`config.mk`:
```
export PLATFORM = sky130hd
export DESIGN_NAME = http_response_deframer_core
export DESIGN_NICKNAME = d
export VERILOG_FILES = /design/src/hrd_pkg.sv /design/src/hrd_engine.sv /design/src/hrd_out_buf.sv /design/src/http_response_deframer_core.sv
export SDC_FILE = /design/constraint.sdc
export NUM_CORES = 1
export LEC_CHECK = 0
export ABC_CLOCK_PERIOD_IN_PS = 11910
export BUFFER_PORTS_ARGS = -buffer_cell sky130_fd_sc_hd__buf_2
export CORE_MARGIN = 1
export CORE_UTILIZATION = 50
export DETAILED_ROUTE_END_ITERATION = 16
export GPL_ROUTABILITY_DRIVEN = 0
export MAX_ROUTING_LAYER = met4
export PLACE_DENSITY = 0.77
export SKIP_CTS_REPAIR_TIMING = 1
export SLEW_MARGIN = 20
export SYNTH_ARGS = -nofsm -noshare
export SYNTH_HDL_FRONTEND = slang
export SYNTH_SLANG_ARGS = --single-unit
export TNS_END_PERCENT = 50
```
`constraint.sdc`:
```
create_clock -name clk -period 11.91 [get_ports clk]
set_input_delay 3.573 -clock clk [delete_from_list [all_inputs] [get_ports clk]]
set_output_delay 3.573 -clock clk [all_outputs]
set_load 0.02 [all_outputs]
```
`src/hrd_pkg.sv`:
```
// ============================================================================
// hrd_pkg
// Shared types, constants and pattern tables for the HTTP response deframer.
// ============================================================================
package hrd_pkg;

    localparam int COUNT_BITS_DEF      = 32;
    localparam int LINE_COUNT_BITS_DEF = 16;

    localparam int NUM_PAT      = 6;
    localparam int PAT_BITS     = 136;   // longest pattern, 17 characters
    localparam int TAIL_LEN     = 14;
    localparam int TAIL_BITS    = 8 * TAIL_LEN;
    localparam int NUMBER_START = 16;    // first character after "Content-Length: "

    // Pattern slots
    localparam int PAT_OK_10 = 0;
    localparam int PAT_OK_11 = 1;
    localparam int PAT_V10   = 2;
    localparam int PAT_V11   = 3;
    localparam int PAT_CLEN  = 4;
    localparam int PAT_CONN  = 5;

    localparam logic [7:0] CHAR_LF  = 8'h0A;
    localparam logic [7:0] CHAR_CR  = 8'h0D;
    localparam logic [7:0] CHAR_SP  = 8'h20;
    localparam logic [7:0] CHAR_TAB = 8'h09;
    localparam logic [7:0] CHAR_VT  = 8'h0B;
    localparam logic [7:0] CHAR_FF  = 8'h0C;
    localparam logic [7:0] CHAR_0   = 8'h30;
    localparam logic [7:0] CHAR_9   = 8'h39;
    localparam logic [7:0] CHAR_A   = 8'h41;
    localparam logic [7:0] CHAR_Z   = 8'h5A;

    localparam logic [TAIL_BITS-1:0] TAIL_OK_10 = "TTP/1.0 200 OK";
    localparam logic [TAIL_BITS-1:0] TAIL_OK_11 = "TTP/1.1 200 OK";

    typedef enum logic [1:0] {
        PH_STATUS  = 2'd0,
        PH_HEADERS = 2'd1,
        PH_BODY    = 2'd2
    } phase_t;

    typedef struct packed {
        logic       body_valid;
        logic [7:0] body_byte;
        logic       reply_done;
        logic       disconnect;
        logic       bad_status;
        logic       close_expected;
        logic [1:0] phase;
    } result_t;

    // Pattern text, left aligned, zero padded to 17 characters
    function automatic logic [PAT_BITS-1:0] pat_text(input int p);
        logic [PAT_BITS-1:0] s;
        case (p)
            PAT_OK_10: s = {"HTTP/1.0 200", 40'h0};
            PAT_OK_11: s = {"HTTP/1.1 200", 40'h0};
            PAT_V10:   s = {"HTTP/1.0 ", 64'h0};
            PAT_V11:   s = {"HTTP/1.1 ", 64'h0};
            PAT_CLEN:  s = {"Content-Length: ", 8'h0};
            PAT_CONN:  s = "Connection: Close";
            default:   s = '0;
        endcase
        return s;
    endfunction

    function automatic logic [4:0] pat_len(input int p);
        logic [4:0] n;
        case (p)
            PAT_OK_10: n = 5'd12;
            PAT_OK_11: n = 5'd12;
            PAT_V10:   n = 5'd9;
            PAT_V11:   n = 5'd9;
            PAT_CLEN:  n = 5'd16;
            PAT_CONN:  n = 5'd17;
            default:   n = 5'd0;
        endcase
        return n;
    endfunction

    function automatic logic pat_fold(input int p);
        return (p == PAT_CLEN) || (p == PAT_CONN);
    endfunction

    // Character i of pattern p
    function automatic logic [7:0] pat_char(input int p, input logic [4:0] i);
        logic [PAT_BITS-1:0] s;
        logic [4:0]          k;
        logic [7:0]          c;
        s = pat_text(p);
        k = 5'd16 - i;
        if (i > 5'd16)
            c = 8'h00;
        else
            c = s[k*8 +: 8];
        return c;
    endfunction

    function automatic logic [7:0] fold(input logic [7:0] c);
        logic [7:0] r;
        if (c >= CHAR_A && c <= CHAR_Z)
            r = c + 8'd32;
        else
            r = c;
        return r;
    endfunction

endpackage

```
`src/hrd_engine.sv`:
```
// ============================================================================
// hrd_engine
// Parser state and the single-pass byte step: line matching, length parse,
// body count.
// ============================================================================
module hrd_engine #(
    parameter int COUNT_BITS      = hrd_pkg::COUNT_BITS_DEF,
    parameter int LINE_COUNT_BITS = hrd_pkg::LINE_COUNT_BITS_DEF
) (
    input  logic             clk,
    input  logic             rst_n,
    input  logic             step_en,
    input  logic [7:0]       data_byte,
    input  logic             downstream_idle,
    output hrd_pkg::result_t result
);

    localparam int NP = hrd_pkg::NUM_PAT;
    localparam int TB = hrd_pkg::TAIL_BITS;

    typedef enum logic [1:0] {
        NUM_SKIP,
        NUM_DIGITS,
        NUM_DONE
    } num_phase_t;

    hrd_pkg::phase_t            phase_reg, phase_next;
    logic [LINE_COUNT_BITS-1:0] line_len_reg, line_len_next;
    logic [NP-1:0]              flags_reg, flags_next;
    logic [TB-1:0]              tail_reg, tail_next;
    logic [COUNT_BITS-1:0]      acc_reg, acc_next;
    num_phase_t                 nph_reg, nph_next;
    logic [COUNT_BITS-1:0]      clen_reg, clen_next;
    logic [COUNT_BITS-1:0]      cnt_reg, cnt_next;
    logic                       creq_reg, creq_next;
    logic                       cok_reg, cok_next;
    logic                       err_reg, err_next;

    // State as seen by the character handler (after a body end flush)
    hrd_pkg::phase_t            b_phase;
    logic [LINE_COUNT_BITS-1:0] b_len;
    logic [NP-1:0]              b_flags;
    logic [TB-1:0]              b_tail;
    logic [COUNT_BITS-1:0]      b_acc;
    num_phase_t                 b_nph;

    logic                       in_body;
    logic                       consumed;
    logic                       done;
    logic                       bad;
    logic [COUNT_BITS-1:0]      cnt_after;
    logic [NP-1:0]              hit;
    logic [NP-1:0]              miss;
    logic                       tail_hit;
    logic                       is_digit;
    logic                       is_space;
    logic [COUNT_BITS+3:0]      prod;
    logic [COUNT_BITS-1:0]      acc_step;
    logic [7:0]                 want;
    logic [7:0]                 got;

    always_comb
    begin
        in_body   = (phase_reg == hrd_pkg::PH_BODY);
        consumed  = in_body && (cnt_reg < clen_reg);
        cnt_after = consumed ? cnt_reg + 1'b1 : cnt_reg;
        done      = in_body && (downstream_idle || (cnt_after >= clen_reg));
        bad       = 1'b0;

        // base state: flushed when the body ends, close_ok kept
        if (done)
        begin
            b_phase   = hrd_pkg::PH_STATUS;
            b_len     = '0;
            b_flags   = '1;
            b_tail    = '0;
            b_acc     = '0;
            b_nph     = NUM_SKIP;
            clen_next = '0;
            cnt_next  = '0;
            creq_next = 1'b0;
            err_next  = 1'b0;
        end
        else
        begin
            b_phase   = phase_reg;
            b_len     = line_len_reg;
            b_flags   = flags_reg;
            b_tail    = tail_reg;
            b_acc     = acc_reg;
            b_nph     = nph_reg;
            clen_next = clen_reg;
            cnt_next  = cnt_after;
            creq_next = creq_reg;
            err_next  = err_reg;
        end
        cok_next      = cok_reg;
        phase_next    = b_phase;
        line_len_next = b_len;
        flags_next    = b_flags;
        tail_next     = b_tail;
        acc_next      = b_acc;
        nph_next      = b_nph;

        // pattern compare for every slot at the current position
        for (int p = 0; p < NP; p++)
        begin
            want = hrd_pkg::pat_char(p, b_len[4:0]);
            got  = data_byte;
            if (hrd_pkg::pat_fold(p))
            begin
                want = hrd_pkg::fold(want);
                got  = hrd_pkg::fold(got);
            end
            miss[p] = (b_len < LINE_COUNT_BITS'(hrd_pkg::pat_len(p))) && (got != want);
            hit[p]  = b_flags[p] && (b_len >= LINE_COUNT_BITS'(hrd_pkg::pat_len(p)));
        end
        tail_hit = (b_len >= LINE_COUNT_BITS'(hrd_pkg::TAIL_LEN)) &&
                   ((b_tail == hrd_pkg::TAIL_OK_10) || (b_tail == hrd_pkg::TAIL_OK_11));

        // decimal accumulate with saturation
        is_digit = data_byte inside {[hrd_pkg::CHAR_0:hrd_pkg::CHAR_9]};
        is_space = data_byte inside {hrd_pkg::CHAR_SP, hrd_pkg::CHAR_TAB,
                                     hrd_pkg::CHAR_VT, hrd_pkg::CHAR_FF};
        prod     = ({4'b0, b_acc} << 3) + ({4'b0, b_acc} << 1)
                 + (COUNT_BITS+4)'(data_byte[3:0]);
        acc_step = (|prod[COUNT_BITS+3:COUNT_BITS]) ? '1 : prod[COUNT_BITS-1:0];

        if (!consumed)
        begin
            if (data_byte == hrd_pkg::CHAR_LF)
            begin
                line_len_next = '0;
                flags_next    = '1;
                tail_next     = '0;
                acc_next      = '0;
                nph_next      = NUM_SKIP;
                if (b_phase == hrd_pkg::PH_HEADERS)
                begin
                    if (b_len == '0)
                    begin
                        phase_next = hrd_pkg::PH_BODY;
                        cok_next   = 1'b1;
                    end
                    else if (hit[hrd_pkg::PAT_CLEN])
                        clen_next = b_acc;
                    else if (hit[hrd_pkg::PAT_CONN])
                        creq_next = 1'b1;
                end
                else
                begin
                    creq_next = 1'b0;
                    cok_next  = 1'b0;
                    if (hit[hrd_pkg::PAT_OK_10] || hit[hrd_pkg::PAT_OK_11] || tail_hit)
                        phase_next = hrd_pkg::PH_HEADERS;
                    else if (hit[hrd_pkg::PAT_V10] || hit[hrd_pkg::PAT_V11])
                    begin
                        err_next   = 1'b1;
                        phase_next = hrd_pkg::PH_HEADERS;
                    end
                    else
                    begin
                        phase_next = hrd_pkg::PH_STATUS;
                        clen_next  = '0;
                        cnt_next   = '0;
                        err_next   = 1'b0;
                        bad        = 1'b1;
                    end
                end
            end
            else if (data_byte != hrd_pkg::CHAR_CR)
            begin
                flags_next = b_flags & ~miss;
                if (b_phase == hrd_pkg::PH_HEADERS &&
                    b_len >= LINE_COUNT_BITS'(hrd_pkg::NUMBER_START))
                begin
                    case (b_nph)
                        NUM_SKIP:
                        begin
                            if (is_digit)
                            begin
                                acc_next = COUNT_BITS'(data_byte[3:0]);
                                nph_next = NUM_DIGITS;
                            end
                            else if (!is_space)
                                nph_next = NUM_DONE;
                        end
                        NUM_DIGITS:
                        begin
                            if (is_digit)
                                acc_next = acc_step;
                            else
                                nph_next = NUM_DONE;
                        end
                        default:
                            nph_next = b_nph;
                    endcase
                end
                tail_next = {b_tail[TB-9:0], data_byte};
                if (b_len != '1)
                    line_len_next = b_len + 1'b1;
            end
        end

        result.body_valid     = consumed && !err_reg;
        result.body_byte      = (consumed && !err_reg) ? data_byte : 8'h00;
        result.reply_done     = done;
        result.disconnect     = done && creq_reg;
        result.bad_status     = bad;
        result.close_expected = cok_next;
        result.phase          = phase_next;
    end

    always_ff @(posedge clk or negedge rst_n)
    begin
        if (!rst_n)
        begin
            phase_reg    <= hrd_pkg::PH_STATUS;
            line_len_reg <= '0;
            flags_reg    <= '1;
            tail_reg     <= '0;
            acc_reg      <= '0;
            nph_reg      <= NUM_SKIP;
            clen_reg     <= '0;
            cnt_reg      <= '0;
            creq_reg     <= 1'b0;
            cok_reg      <= 1'b0;
            err_reg      <= 1'b0;
        end
        else if (step_en)
        begin
            phase_reg    <= phase_next;
            line_len_reg <= line_len_next;
            flags_reg    <= flags_next;
            tail_reg     <= tail_next;
            acc_reg      <= acc_next;
            nph_reg      <= nph_next;
            clen_reg     <= clen_next;
            cnt_reg      <= cnt_next;
            creq_reg     <= creq_next;
            cok_reg      <= cok_next;
            err_reg      <= err_next;
        end
    end

endmodule

```
`src/hrd_out_buf.sv`:
```
// ============================================================================
// hrd_out_buf
// Two-entry result buffer; decouples the result channel from the input side.
// ============================================================================
module hrd_out_buf (
    input  logic             clk,
    input  logic             rst_n,
    input  logic             push,
    input  hrd_pkg::result_t push_data,
    input  logic             pop,
    output logic             head_valid,
    output hrd_pkg::result_t head_data,
    output logic             full
);

    hrd_pkg::result_t mem [2];
    logic [1:0]       count_reg, count_next;
    logic             wr_ptr_reg;
    logic             rd_ptr_reg;

    assign head_valid = (count_reg != 2'd0);
    assign full       = (count_reg == 2'd2);
    assign head_data  = mem[rd_ptr_reg];

    always_comb
    begin
        count_next = count_reg;
        if (push && !pop)
            count_next = count_reg + 2'd1;
        else if (pop && !push)
            count_next = count_reg - 2'd1;
    end

    always_ff @(posedge clk)
    begin
        if (push)
            mem[wr_ptr_reg] <= push_data;
    end

    always_ff @(posedge clk or negedge rst_n)
    begin
        if (!rst_n)
        begin
            count_reg  <= 2'd0;
            wr_ptr_reg <= 1'b0;
            rd_ptr_reg <= 1'b0;
        end
        else
        begin
            count_reg <= count_next;
            if (push)
                wr_ptr_reg <= ~wr_ptr_reg;
            if (pop)
                rd_ptr_reg <= ~rd_ptr_reg;
        end
    end

endmodule

```
`src/http_response_deframer_core.sv`:
```
// ============================================================================
// http_response_deframer_core
// Frames an HTTP/1.x response one byte per transfer and forwards body bytes.
// ============================================================================
//
//  Channel  | Handshake                   | Payload
//  ---------+-----------------------------+----------------------------------
//  item     | item_valid / item_ready     | data_byte, downstream_idle
//  result   | result_valid / result_ready | body_valid, body_byte, reply_done,
//           |                             | disconnect, bad_status,
//           |                             | close_expected, phase
//
//  One item per cycle sustained while the result side keeps up; each item yields exactly one result.
//  Path: the byte waits in the input register, then the parse step writes
//  the two-entry result buffer, whose head drives result_valid and the
//  result payload.
//  Reset is asynchronous and brings the parser to the status line state
//  with no clearing pass; item_ready is high during reset and from its
//  release on.
//  A stalled result side fills the result buffer; item_ready drops only
//  when both entries are held and the input register is occupied.
//
module http_response_deframer_core #(
    parameter int COUNT_BITS      = hrd_pkg::COUNT_BITS_DEF,
    parameter int LINE_COUNT_BITS = hrd_pkg::LINE_COUNT_BITS_DEF
) (
    input  logic       clk,
    input  logic       rst_n,
    input  logic       item_valid,
    output logic       item_ready,
    input  logic [7:0] data_byte,
    input  logic       downstream_idle,
    output logic       result_valid,
    input  logic       result_ready,
    output logic       body_valid,
    output logic [7:0] body_byte,
    output logic       reply_done,
    output logic       disconnect,
    output logic       bad_status,
    output logic       close_expected,
    output logic [1:0] phase
);

    logic             in_valid_reg;
    logic [7:0]       in_byte_reg;
    logic             in_idle_reg;
    logic             advance;
    logic             buf_full;
    hrd_pkg::result_t step_result;
    hrd_pkg::result_t head;

    // Advance the held byte through the parse step when the buffer has room
    assign advance    = in_valid_reg && !buf_full;
    assign item_ready = !in_valid_reg || advance;

    always_ff @(posedge clk or negedge rst_n)
    begin
        if (!rst_n)
            in_valid_reg <= 1'b0;
        else if (item_ready)
            in_valid_reg <= item_valid;
    end

    // Payload capture; hold while the input register is stalled
    always_ff @(posedge clk)
    begin
        if (item_valid && item_ready)
        begin
            in_byte_reg <= data_byte;
            in_idle_reg <= downstream_idle;
        end
    end

    hrd_engine #(
        .COUNT_BITS      (COUNT_BITS),
        .LINE_COUNT_BITS (LINE_COUNT_BITS)
    ) u_engine (
        .clk             (clk),
        .rst_n           (rst_n),
        .step_en         (advance),
        .data_byte       (in_byte_reg),
        .downstream_idle (in_idle_reg),
        .result          (step_result)
    );

    hrd_out_buf u_out_buf (
        .clk        (clk),
        .rst_n      (rst_n),
        .push       (advance),
        .push_data  (step_result),
        .pop        (result_valid && result_ready),
        .head_valid (result_valid),
        .head_data  (head),
        .full       (buf_full)
    );

    assign body_valid     = head.body_valid;
    assign body_byte      = head.body_byte;
    assign reply_done     = head.reply_done;
    assign disconnect     = head.disconnect;
    assign bad_status     = head.bad_status;
    assign close_expected = head.close_expected;
    assign phase          = head.phase;

endmodule

```
==> impl_metrics.ini <==
[timing]
rsz0062_at_grt = false
setup_viol = 0
clock.fmax_mhz = 105
finalMaxSlewViolations = 0
worst_slew_pin_slew_ps = 1100
period_share = 0.802
finalClockSkew_ps = 18.7
finalSetupTns_ps = 0
relSlewSlack = 0.266
finalHoldViolations = 0
period_needed_ps = 9550

[synthesis]
synth_flop_cell = dfrtp_1
synth-edff-count = 39
ys_ff_latch = 281
yosysSeqAreaShare = 0.402
avgSynthCellArea_sq_um = 9.69
ys_warn_count = 0
synth_nets = 2014
synth_cell_types = 109
syn_area_sq_um = 18000
syn_inst = 1857
synth-async-reset-ratio = 0.861

[status]
violations = design-rule violations
outcome = finished, violations left

[cells_and_area]
drive_gt1_frac = 0.0954
nNetsFinal = 1997
multi_input_area_sq_um = 10000
largest_register_ffs = 112
mostFrequentLayoutCells = dfrtp_1 (236), nand2_1 (160), a22o_1 (147)
seq_area_sq_um = 7230
fillers = 3015
fin_util = 0.552
area_growth_pct = 8.74
final_common_cell = dfrtp_1

[drt]
drc_errors = 4
dr.first_iter.drc_count = 1569
dr.pass1.iters = 13
vias = 14800
wl_per_cell_um = 20.2
detail-route-antenna-nets = 0
via_per_inst = 6.37
wl_um = 47000

[cts]
cts_sinks = 281
cts_htree_levels = 1
root_buffer = clkbuf_16
cts_buffers = 31
cts.path.max_buffers = 3
clk_pin_slew_ps = 60
insertion_delay_ps = 590
cts_tree = yes

[global_routing]
grt_pass1_vias = 14100
track_usage = 0.263
antenna_found_initial = 0
grt_max_degree = 129
grt-ovfl-total = 0
grt_pass1_wl_um = 75000

[critical_path]
crit_fanout = 42
start_kind = register
path_common_cell = ha_1
cp_top_family = compound AO/OA/AOI/OAI gates
required_ps = 12350
r2r_cells = 33
worst-path-stages = 33
slowest_delay_ps = 830
crit_start = u_engine.cnt_reg[5]$_DFFE_PN0P_
path_buf_inv = 1
r2r_start = u_engine.cnt_reg[5]$_DFFE_PN0P_
end_kind = register
crit_slowest_cell = a21oi_4
worstSetupPathType = reg2reg
crit_arrival_ps = 9990

[floorplan]
start_util = 0.507
design.portCount = 30
rows = 69
dieArea_sq_um = 36800
die_x_um = 192
fp.dieH_um = 192
coreArea_sq_um = 35500

[power_and_ir_drop]
combinationalPowerShare = 0.383
intPower_mw = 2.41
p_sw_mw = 1.56
powerDensity_nw_per_um2 = 203
max-vdd-ir-drop_mv = 0.182
switching_share = 0.393
cellLeakagePower_nw = 9.19
p_clk_frac = 0.264
seqPwrFrac = 0.353

[place]
dp_hpwl_um = 33600
io_buffer_count = 29

[min_path]
min_path_type = reg2reg
worstHoldStart = u_engine.acc_reg[24]$_DFFE_PN0P_
hold_path_depth = 2

[flow_run]
max-cap-violations = 0
[worst register-to-register path, delay by kind of cell (launching register included)]
family | cells | cell delay, ps
buffers and inverters | 1 | 60
AO/OA/AOI/OAI | 18 | 5190
XOR/XNOR | 1 | 180
adder cells (fa/ha/maj) | 5 | 1340
AND/OR/NAND/NOR | 8 | 2190
flip-flops | 1 | 440
[path summary, 6_finish.rpt]
check / slack, ps / to
max: 2360 / u_engine.acc_reg[30]$_DFFE_PN0P_
min: 470 / u_engine.acc_reg[24]$_DFFE_PN0P_
max reg2reg: 2360 / u_engine.acc_reg[30]$_DFFE_PN0P_
min reg2reg: 470 / u_engine.acc_reg[24]$_DFFE_PN0P_
max in group asynchronous: 7290 / u_engine.acc_reg[14]$_DFFE_PN0P_
min in group asynchronous: 3110 / u_engine.tail_reg[89]$_DFFE_PN0P_
[per-stage QoR]
step                      area [sq um]  setup WS (ps)  std cells  power [mW]  hold WS, ps
after CTS                        19600           2480       2326        3.95          471
final                            19600           2360       2327        3.97          474
after detailed placement         18400           2510       2268        2.89          459
after global placement           18400           2740       2268        2.84          450
after floorplan                  18000           3510       1857        2.52          438
after global routing             19600           1670       2326        4.17          513
[Yosys cell counts, types with 5 or more instances]
| master | number | area, sq um |
|---|---|---|
| o22ai_1 | 7 | 43.8 |
| nand2_1 | 161 | 604 |
| dfrtp_1 | 236 | 5910 |
| nor3_1 | 35 | 175 |
| a211o_1 | 6 | 52.6 |
| o2111ai_1 | 6 | 52.6 |
| o21a_1 | 9 | 67.6 |
| o41ai_1 | 7 | 61.3 |
| clkbuf_1 | 44 | 165 |
| o211ai_1 | 22 | 165 |
| nor2_1 | 119 | 447 |
| ha_1 | 142 | 1780 |
| buf_4 | 7 | 52.6 |
| and3_1 | 28 | 175 |
| mux2i_1 | 6 | 60.1 |
| nand3_1 | 31 | 155 |
| a211oi_1 | 13 | 97.6 |
| xor2_1 | 36 | 315 |
| a2111oi_0 | 5 | 43.8 |
| buf_2 | 33 | 165 |
| a22o_1 | 147 | 1290 |
| o21ai_1 | 7 | 35.0 |
| xnor2_1 | 49 | 429 |
| nor2b_1 | 12 | 75.1 |
| nand2b_1 | 21 | 131 |
| nor4bb_1 | 5 | 50.1 |
| a22oi_1 | 9 | 67.6 |
| o31ai_1 | 21 | 158 |
| and2_1 | 33 | 206 |
| nand4_1 | 27 | 169 |
| a21o_1 | 42 | 315 |
| inv_1 | 83 | 312 |
| nor4_1 | 17 | 106 |
| nor4b_1 | 10 | 87.6 |
| and4_1 | 7 | 61.3 |
| dfstp_2 | 6 | 158 |
| edfxtp_1 | 39 | 1170 |
| a21oi_1 | 103 | 515 |
| or3_1 | 5 | 31.3 |
| mux2_2 | 18 | 203 |
| o21ai_0 | 111 | 556 |
| a31oi_1 | 16 | 100 |
[area by class of cell]
| type | count | area share |
|---|---|---|
| Multi-Input combinational cell | 1393 | 0.511 |
| Sequential cell | 281 | 0.370 |
| Clock buffer | 43 | 0.0478 |
| Tap cell | 461 | 0.0295 |
| Inverter | 90 | 0.0175 |
| Timing Repair Buffer | 43 | 0.0135 |
| Clock inverter | 15 | 0.0107 |
| Antenna cell | 1 | 0.000128 |
[layer usage]
metal  up-vias  track usage  part of all wire  wire [um]
met2       612        0.392              0.45      21100
met1      7210        0.362              0.44      20500
li1       6881            -                 -          -
met4         0       0.0965             0.035       1660
met3       121       0.0413             0.080       3760
met5         -            -                 0          0
[power by group through the flow]
stage               logic (mW)  registers (mW)  clock network (mW)
floorplan                 1.21            1.31                   0
global placement          1.44            1.40                   0
detailed placement        1.48            1.41                   0
CTS                       1.49            1.40                1.07
global route              1.64            1.42                1.10
finish                    1.52            1.40                1.05
[logic make-up after synthesis]
group / Yosys count / share of synthesized area
AO/OA/AOI/OAI: 597 / 0.241
XOR/XNOR: 86 / 0.0423
adder cells (fa/ha/maj): 144 / 0.101
buffers and inverters: 183 / 0.0445
flip-flops: 281 / 0.402
multiplexers: 26 / 0.0167
AND/OR/NAND/NOR: 540 / 0.153
No activity file was read; power rests on OpenSTA's default activity.
